[src/sv/grb_pkg.sv]
// Package for the group reversal buffer: sizes, item types and sequencer states.
`default_nettype none
package grb_pkg;

   localparam int MaxGroup = 16;
   localparam int AddrW    = $clog2(MaxGroup);
   localparam int CntW     = $clog2(MaxGroup + 1);
   localparam int DataW    = 32;
   localparam int CsrW     = 5;

   typedef struct packed {
      logic signed [DataW-1:0] value;
      logic                    last;
   } req_type;

   typedef struct packed {
      logic signed [DataW-1:0] out_value;
      logic                    group_end;
      logic                    list_end;
   } rsp_type;

   typedef enum logic [0:0] {
      ST_IDLE,
      ST_DRAIN
   } state_type;

endpackage
`default_nettype wire

[src/sv/grb_ram.sv]
// Generic single-clock RAM, one write port and one read port with registered read.
`default_nettype none
module grb_ram #(
   parameter int WIDTH = 32,
   parameter int DEPTH = 16
) (
   input  wire logic                     clock,
   input  wire logic                     wr_en,
   input  wire logic [$clog2(DEPTH)-1:0] wr_addr,
   input  wire logic [WIDTH-1:0]         wr_data,
   input  wire logic                     rd_en,
   input  wire logic [$clog2(DEPTH)-1:0] rd_addr,
   output logic      [WIDTH-1:0]         rd_data
);

   logic [WIDTH-1:0] mem_ff [DEPTH];

   always_ff @(posedge clock) begin
      if (wr_en) begin
         mem_ff[wr_addr] <= wr_data;
      end
      if (rd_en) begin
         rd_data <= mem_ff[rd_addr];
      end
   end

endmodule
`default_nettype wire

[src/sv/group_reversal_buffer_unit.sv]
// Top level of the group reversal buffer: stack memory, drain sequencer and output register.
// Values are pushed into a 16-entry stack RAM, one item per cycle while no group is being
// emitted. When a group of group_size values is complete, or an item with last set
// arrives, the stack is drained newest first, one RAM read per result; each result
// is read from the RAM and then loaded into the output register, and no new item is
// taken until the whole group has been read out. The output register lets the next
// item enter while the final result still waits.
// group_size 0 and 1 both pass values through; values above 16 act as 16.
`default_nettype none
module group_reversal_buffer_unit (
   input  wire logic                    clock,
   input  wire logic                    reset,
   input  wire logic                    req_valid,
   output logic                         req_ready,
   input  wire grb_pkg::req_type        req_data,
   output logic                         rsp_valid,
   input  wire logic                    rsp_ready,
   output grb_pkg::rsp_type             rsp_data,
   input  wire logic                    csr_valid,
   output logic                         csr_ready,
   input  wire logic [grb_pkg::CsrW-1:0] csr_data
);
   import grb_pkg::*;

   state_type             state_ff, state_in;
   logic [CsrW-1:0]       size_ff;
   logic [CntW-1:0]       fill_ff, fill_in;
   logic [CntW-1:0]       rem_ff, rem_in;
   logic                  last_ff, last_in;
   logic                  pend_ff, pend_in;
   logic                  pend_final_ff, pend_final_in;
   logic                  rsp_valid_ff, rsp_valid_in;
   rsp_type               rsp_data_ff;

   logic [CntW-1:0]       k_eff;
   logic [CntW-1:0]       push_count;
   logic                  req_fire;
   logic                  rd_issue;
   logic [AddrW-1:0]      rd_addr;
   logic [DataW-1:0]      rd_data;

   assign csr_ready = 1'b1;
   assign rsp_valid = rsp_valid_ff;
   assign rsp_data  = rsp_data_ff;

   always_comb begin
      if (size_ff == '0) begin
         k_eff = CntW'(1);
      end else if (CntW'(size_ff) > CntW'(MaxGroup)) begin
         k_eff = CntW'(MaxGroup);
      end else begin
         k_eff = CntW'(size_ff);
      end
   end

   assign push_count = fill_ff + CntW'(1);
   assign req_fire   = req_valid && req_ready;
   assign rd_addr    = AddrW'(rem_ff - CntW'(1));

   always_comb begin
      state_in      = state_ff;
      fill_in       = fill_ff;
      rem_in        = rem_ff;
      last_in       = last_ff;
      req_ready     = 1'b0;
      rd_issue      = 1'b0;
      pend_in       = 1'b0;
      pend_final_in = pend_final_ff;
      rsp_valid_in  = rsp_valid_ff && !rsp_ready;
      if (pend_ff) begin
         rsp_valid_in = 1'b1;
      end
      unique case (state_ff)
         ST_IDLE: begin
            req_ready = 1'b1;
            if (req_fire) begin
               if (push_count >= k_eff || req_data.last) begin
                  rem_in   = push_count;
                  last_in  = req_data.last;
                  fill_in  = '0;
                  state_in = ST_DRAIN;
               end else begin
                  fill_in = push_count;
               end
            end
         end
         ST_DRAIN: begin
            if (!pend_ff && (!rsp_valid_ff || rsp_ready)) begin
               rd_issue      = 1'b1;
               pend_in       = 1'b1;
               pend_final_in = (rem_ff == CntW'(1));
               rem_in        = rem_ff - CntW'(1);
               if (rem_ff == CntW'(1)) begin
                  state_in = ST_IDLE;
               end
            end
         end
         default: begin
            state_in = ST_IDLE;
         end
      endcase
   end

   always_ff @(posedge clock) begin
      if (reset) begin
         state_ff     <= ST_IDLE;
         size_ff      <= CsrW'(1);
         fill_ff      <= '0;
         rem_ff       <= '0;
         pend_ff      <= 1'b0;
         rsp_valid_ff <= 1'b0;
      end else begin
         state_ff     <= state_in;
         fill_ff      <= fill_in;
         rem_ff       <= rem_in;
         pend_ff      <= pend_in;
         rsp_valid_ff <= rsp_valid_in;
         if (csr_valid && csr_ready) begin
            size_ff <= csr_data;
         end
      end
   end

   always_ff @(posedge clock) begin
      last_ff       <= last_in;
      pend_final_ff <= pend_final_in;
      if (pend_ff) begin
         rsp_data_ff.out_value <= rd_data;
         rsp_data_ff.group_end <= pend_final_ff;
         rsp_data_ff.list_end  <= pend_final_ff && last_ff;
      end
   end

   grb_ram #(
      .WIDTH (DataW),
      .DEPTH (MaxGroup)
   ) u_stack (
      .clock   (clock),
      .wr_en   (req_fire),
      .wr_addr (AddrW'(fill_ff)),
      .wr_data (req_data.value),
      .rd_en   (rd_issue),
      .rd_addr (rd_addr),
      .rd_data (rd_data)
   );

endmodule
`default_nettype wire

[config.mk]
export PLATFORM = sky130hd
export DESIGN_NAME = group_reversal_buffer_unit
export DESIGN_NICKNAME = d
export VERILOG_FILES = /design/src/sv/grb_pkg.sv /design/src/sv/grb_ram.sv /design/src/sv/group_reversal_buffer_unit.sv
export SDC_FILE = /design/constraint.sdc
export NUM_CORES = 1
export LEC_CHECK = 0
export ABC_AREA = 1
export ABC_CLOCK_PERIOD_IN_PS = 4200
export BUFFER_PORTS_ARGS = -buffer_cell sky130_fd_sc_hd__buf_2
export CORE_MARGIN = 8
export CORE_UTILIZATION = 55
export CTS_CLUSTER_DIAMETER = 60
export DETAILED_ROUTE_END_ITERATION = 12
export PLACE_DENSITY = 0.74
export SLEW_MARGIN = 20
export SYNTH_ARGS = -nofsm -noshare
export SYNTH_HDL_FRONTEND = slang
export SYNTH_SLANG_ARGS = --single-unit
[constraint.sdc]
create_clock -name clock -period 4.2 [get_ports clock]
set_input_delay 1.26 -clock clock [delete_from_list [all_inputs] [get_ports clock]]
set_output_delay 1.26 -clock clock [all_outputs]
set_load 0.005 [all_outputs]
* Yosys cells after proc, flatten, opt, wreduce, memory -nomap -nowiden
Memory sizes are Yosys's and may differ from the RTL's. A register that Yosys moved wholly into a read port is not among the register bits. Cells that the tools add are included. Widths: inputs -> output; s select.
Storage, ports and cells: register bits 54, memory bits (writable) 512, bits of input ports 43, output and inout port bits 37, memories kept 1
Cells by class: $add $sub $neg 2, order comparisons 2, eq/ne operators 4, mux-type cells 18, bitwise operators 1, reductions and logical operators 14
Memory list:
- u_stack.mem_ff | depth 16, bits a word 32, rd ports 1, clocked after memory_dff 1, wr ports 1, line grb_ram.sv:16 | logic [WIDTH-1:0] mem_ff [DEPTH];
Operator list (count):
- $mux 5 | 6
- $mux 1 | 10
- $pmux 5 s2 | 1
- $reduce_and 3->1 | 2
- $add 5x1->5 const B | 1
- $eq 5x1->1 const B | 1
- $ge 5x5->1 | 1
- $gt 5x5->1 const B | 1
- $logic_not 5->1 | 1
- $sub 5x1->5 const B | 1
- $logic_and 1x1->1 | 4
- $ne 2x2->1 const B | 2
- $reduce_and 2->1 | 2
- $logic_not 1->1 | 3
- $logic_or 1x1->1 | 2
- $ne 2x1->1 const B | 1
- $pmux 1 s2 | 1
- $not 1->1 | 1

* Depth between registers and ports, before layout
depth after elaboration 8, depth in mapped cells 15, mapped depth without buffers 14

* Hierarchy
From an unflattened synthesis, not the netlist that was laid out.
Unflattened totals: cell total of the unflattened synthesis 2322, area total of the unflattened synthesis 25265.5 um^2
Modules (own cells, without submodules):
- grb_ram | times used 1, cells an instance 2122, area an instance 23052.1 um^2
- group_reversal_buffer_unit | times used 1, cells an instance 200, area an instance 2213.4 um^2

* Least setup slack after synthesis
No wires, ideal clock.
path kind input to register, start input port req_valid, end memory u_stack.mem_ff[0][0], enable pin, data arrival time 3.002 ns, required time 3.779 ns, path slack 0.777 ns, stages 4, path buffers 0, path through nand2_1 > inv_2 > nand2_1 > nor2_1
Between the ends: word-level cells in the longest chain between the ends 3
Ends and longest elaborated chain:
- start, declared | line group_reversal_buffer_unit.sv:13 | input wire logic req_valid,
- $logic_and 1x1->1 | line group_reversal_buffer_unit.sv:57 | assign req_fire = req_valid && req_ready;
- $mux 1 | line grb_ram.sv:19 | if (wr_en) begin
- $mux 1 (implied by the code) | line grb_ram.sv:20 | mem_ff[wr_addr] <= wr_data;
- end, declared | line grb_ram.sv:16
Every way passes these cells.

* Worst setup path in the final report
start register rem_ff[0], end register u_stack.rd_data[6], read port of u_stack.mem_ff (data pin)
Between the ends: word-level cells in the longest chain between the ends 1
Ends and longest elaborated chain:
- start, declared | line group_reversal_buffer_unit.sv:28 | logic [CntW-1:0] rem_ff, rem_in;
- start signal, assigned | line group_reversal_buffer_unit.sv:115 | rem_ff <= rem_in;
- $sub 5x1->5
- end, declared | line grb_ram.sv:13 | output logic [WIDTH-1:0] rd_data
Every way passes these cells. A chain may end at the register's enable or synchronous reset.

==> impl_metrics.ini <==
[setup_path]
cp_endpoint_kind = register
regToRegEndpoint = u_stack.rd_data[6]
cp.buffers_inverters = 3
r2r_setup_slk_ps = 1370
path_depth = 7
startpoint_type = register
r2r.worst_path.cells = 7
critical_path_arrival_ps = 3300
crit_required_ps = 4670
startpoint = rem_ff[0]
critical_path.reg2reg.startpoint = rem_ff[0]
critical_path.most_common_cell = sky130_fd_sc_hd__nand3_1
critPathCapture = u_stack.rd_data[6]
path_delay_family = buffers and inverters
crit_path_cell_trace = inv_6, buf_12, nand3_1, nand2_2, buf_4, nand3_1, nand2_1
critical_path_peak_fanout = 216
worst-setup-path-type = register to register
critical-path-max-stage-delay_ps = 670
worst_path_max_delay_cell = sky130_fd_sc_hd__buf_12

[timing]
setup-tns-final_ps = 0
final.min_clock_period_ps = 2830
period_utilization_post_route_pct = 67.5
worst_setup_skew_after_layout_ps = 17.1
achievable-frequency_mhz = 353
finalHoldViolCount = 0
worst_slew_margin_rel_pct = 8.73
hold_slack_ps = 420
setup_repair_after_global_routing_missed_its_margin = no
finalMaxSlewViolations = 0
postLayoutSetupSlackWorst_ps = 1370
worst_slew_pin_slew_ps = 1370
setup_violations = 0

[clocking]
cts.sink_count = 598
h-tree-depth = 2
cts_buffers = 57
path_clk_slew_ps = 60
cts-resized-gates = 0
clock-root-buffer = sky130_fd_sc_hd__clkbuf_16
cts_tree = done
cts.repair_timing.setup_buffer_count = 0
cts-root-to-sink-buffers = 3
clkLatencyLatePin_ps = 610
post_cts_hold_fix_bufs = 0

[drt]
drt_initial_violations = 1823
vias = 14300
drtPass1Iterations = 6
drt.antenna.violating_nets = 0
drt_wl_total_mm = 53.7
drc_errors = 0
wl_per_cell_um = 22.5
viasPerCell = 5.99

[synth]
synthesis.area_mm2 = 0.0233
yosys.area.top_type = sky130_fd_sc_hd__edfxtp_1
yosys-top-cells-count = 580 x sky130_fd_sc_hd__edfxtp_1, 338 x sky130_fd_sc_hd__nor2_1, 257 x sky130_fd_sc_hd__o21ai_0, 128 x sky130_fd_sc_hd__o211ai_1, 88 x sky130_fd_sc_hd__nand2_1
mux_share_of_post_synthesis_cell_area_pct = 0
ys_seq_elements = 598
postSynth.topFlopCell = sky130_fd_sc_hd__edfxtp_1
yosys-top-cells-area = sky130_fd_sc_hd__edfxtp_1 75%, sky130_fd_sc_hd__o21ai_0 5.5%, sky130_fd_sc_hd__nor2_1 5.4%
synthDistinctLibCells = 23
synth.most_common_cell = sky130_fd_sc_hd__edfxtp_1
synth_seq_area_share_pct = 76.3
avgSynthCellArea_um2 = 13.3
synth_enable_flop_cells = 580
synth_top_family_by_area = compound AO/OA/AOI/OAI gates
synthSimpleGateAreaFrac_pct = 8.65
synth-compound-area-share_pct = 11.0
synth_xor_area_share_pct = 0.0752
post_synth_fa_ha_maj_area_fraction_pct = 0.591
syn-num-nets = 1801
synth-async-reset-ratio_pct = 0
syn-instance-count = 1747
yosysWarnings = 0
synth_top_area_share_pct = 74.8

[die]
placement_rows = 75
dieWidth_um = 222
design.die.area_mm2 = 0.0492
floorplan.die.height_um = 222
floorplan.core_area_mm2 = 0.0419
start_util_pct = 55.6
top_ports = 80

[pwr]
sequentialPowerShare_pct = 45.1
cellInternalPower_mw = 10.9
switching_share_pct = 30.2
p_leak_nw = 8.76
p_total_mw = 15.6
switchingPower_mw = 4.70
combinationalPowerShare_pct = 21.8
power.clock.fraction_pct = 33.1
irDropWorstVdd_v = 0.000453
power-per-cell-area_mw_per_mm2 = 597

[global_route]
grt_util_met1_pct = 29.3
grt.busiest_layer = met2
number_of_antenna_violations_at_the_first_check_in_global_routing = 0
wire_length_of_the_first_global_routing_pass_mm = 82.2
gr-usage-all-layers_pct = 21.5
largest_net_degree_at_the_start_of_global_routing = 261
use_met2_pct = 33.8
groute.layer.met3.usage_pct = 5.30
number_of_global_route_vias_before_repair = 14200
global_route.overflow_total = 0

[place]
gp_congestion = 0.836
port_buffers = 78
detailedPlace.worstSlack_ps = 789
detailedPlacementHpwl_mm = 30.6

[finish]
drive_above_1_share_pct = 12.0
fin_nets = 1855
layout.core_utilization_pct = 62.5
multi_input_area_mm2 = 0.00488
fillers = 3028
antenna_cells = 0
areaGrowthSynthToFinish_pct = 12.3
register_area_mm2 = 0.0178

[worst_hold_path]
hold_class = register to register

[flow_run]
max-cap-violations = 0

[outcome]
run_status = finished clean
-- cell usage in the layout, fill, tap and decap left out, drive strengths merged --
master    netlist  final
edfxtp        580    580
nor2          338    338
o21ai         267    267
o211ai        128    128
buf            63    103
nand2          90     90
nand3          78     78
inv            70     75
clkbuf         45     61
a21oi          54     54
clkinv          0     29
dfxtp          18     18
ha             11     11
bufinv          0      8
clkinvlp        0      4
nand4           2      2
xor2            1      1
xnor2           1      1
conb            1      1
-- metrics by stage --
step / instance area (µm²) / cells
floorplan: 23300 / 1747
CTS: 26200 / 2388
global route: 26200 / 2388
finish: 26200 / 2388
detailed placement: 24300 / 2281
global placement: 24300 / 2281
-- sequential cells by signal, summed over array words and instances, names as in the netlist --
name and count:
fill_ff 5, last_ff 1, pend_ff 1, pend_final_ff 1, rem_ff 5, rsp_data 34
rsp_valid 1, size_ff 5, state_ff 1, u_stack.mem_ff 512, u_stack.rd_data 32
-- cell type report --
cell class | instances | area share [%]
well taps | 539 | 2.58
repair buffers | 103 | 2.50
flip-flops and latches | 598 | 68.0
multi-input cells | 971 | 18.7
inverters | 70 | 1.02
clock buffers | 61 | 5.51
clock inverters | 46 | 1.71
-- worst min-delay path by stage --
stage,startpoint,to,slack [ps],cells past startpoint
floorplan,u_stack.rd_data[8],rsp_data[10],400,0
global placement,u_stack.rd_data[29],rsp_data[31],410,0
detailed placement,u_stack.rd_data[29],rsp_data[31],410,0
CTS,u_stack.rd_data[29],rsp_data[31],420,0
global route,u_stack.rd_data[29],rsp_data[31],420,0
finish,u_stack.rd_data[29],rsp_data[31],420,0
-- power groups by stage --
stage                     clock network [mW]  registers [mW]  logic (mW)
after floorplan                            0            7.09        2.29
after global placement                     0            7.16        3.28
after detailed placement                   0            7.15        3.38
after CTS                               5.23            7.03        3.39
after global routing                    5.48            7.05        3.76
final                                   5.16            7.03        3.40
-- logic make-up after synthesis --
family / Yosys count
simple gates: 508
fa+ha+maj: 11
flops: 598
xor+xnor: 2
other cells: 1
compound gates: 449
buf+inv: 178
-- routing by layer --
layer | part of all wire, % | vias up
li1 | - | 6497
met1 | 41 | 6999
met2 | 47 | 696
met3 | 9.8 | 110
met4 | 2.8 | 0
met5 | 0 | -
Power figures use the tool's default switching activity.
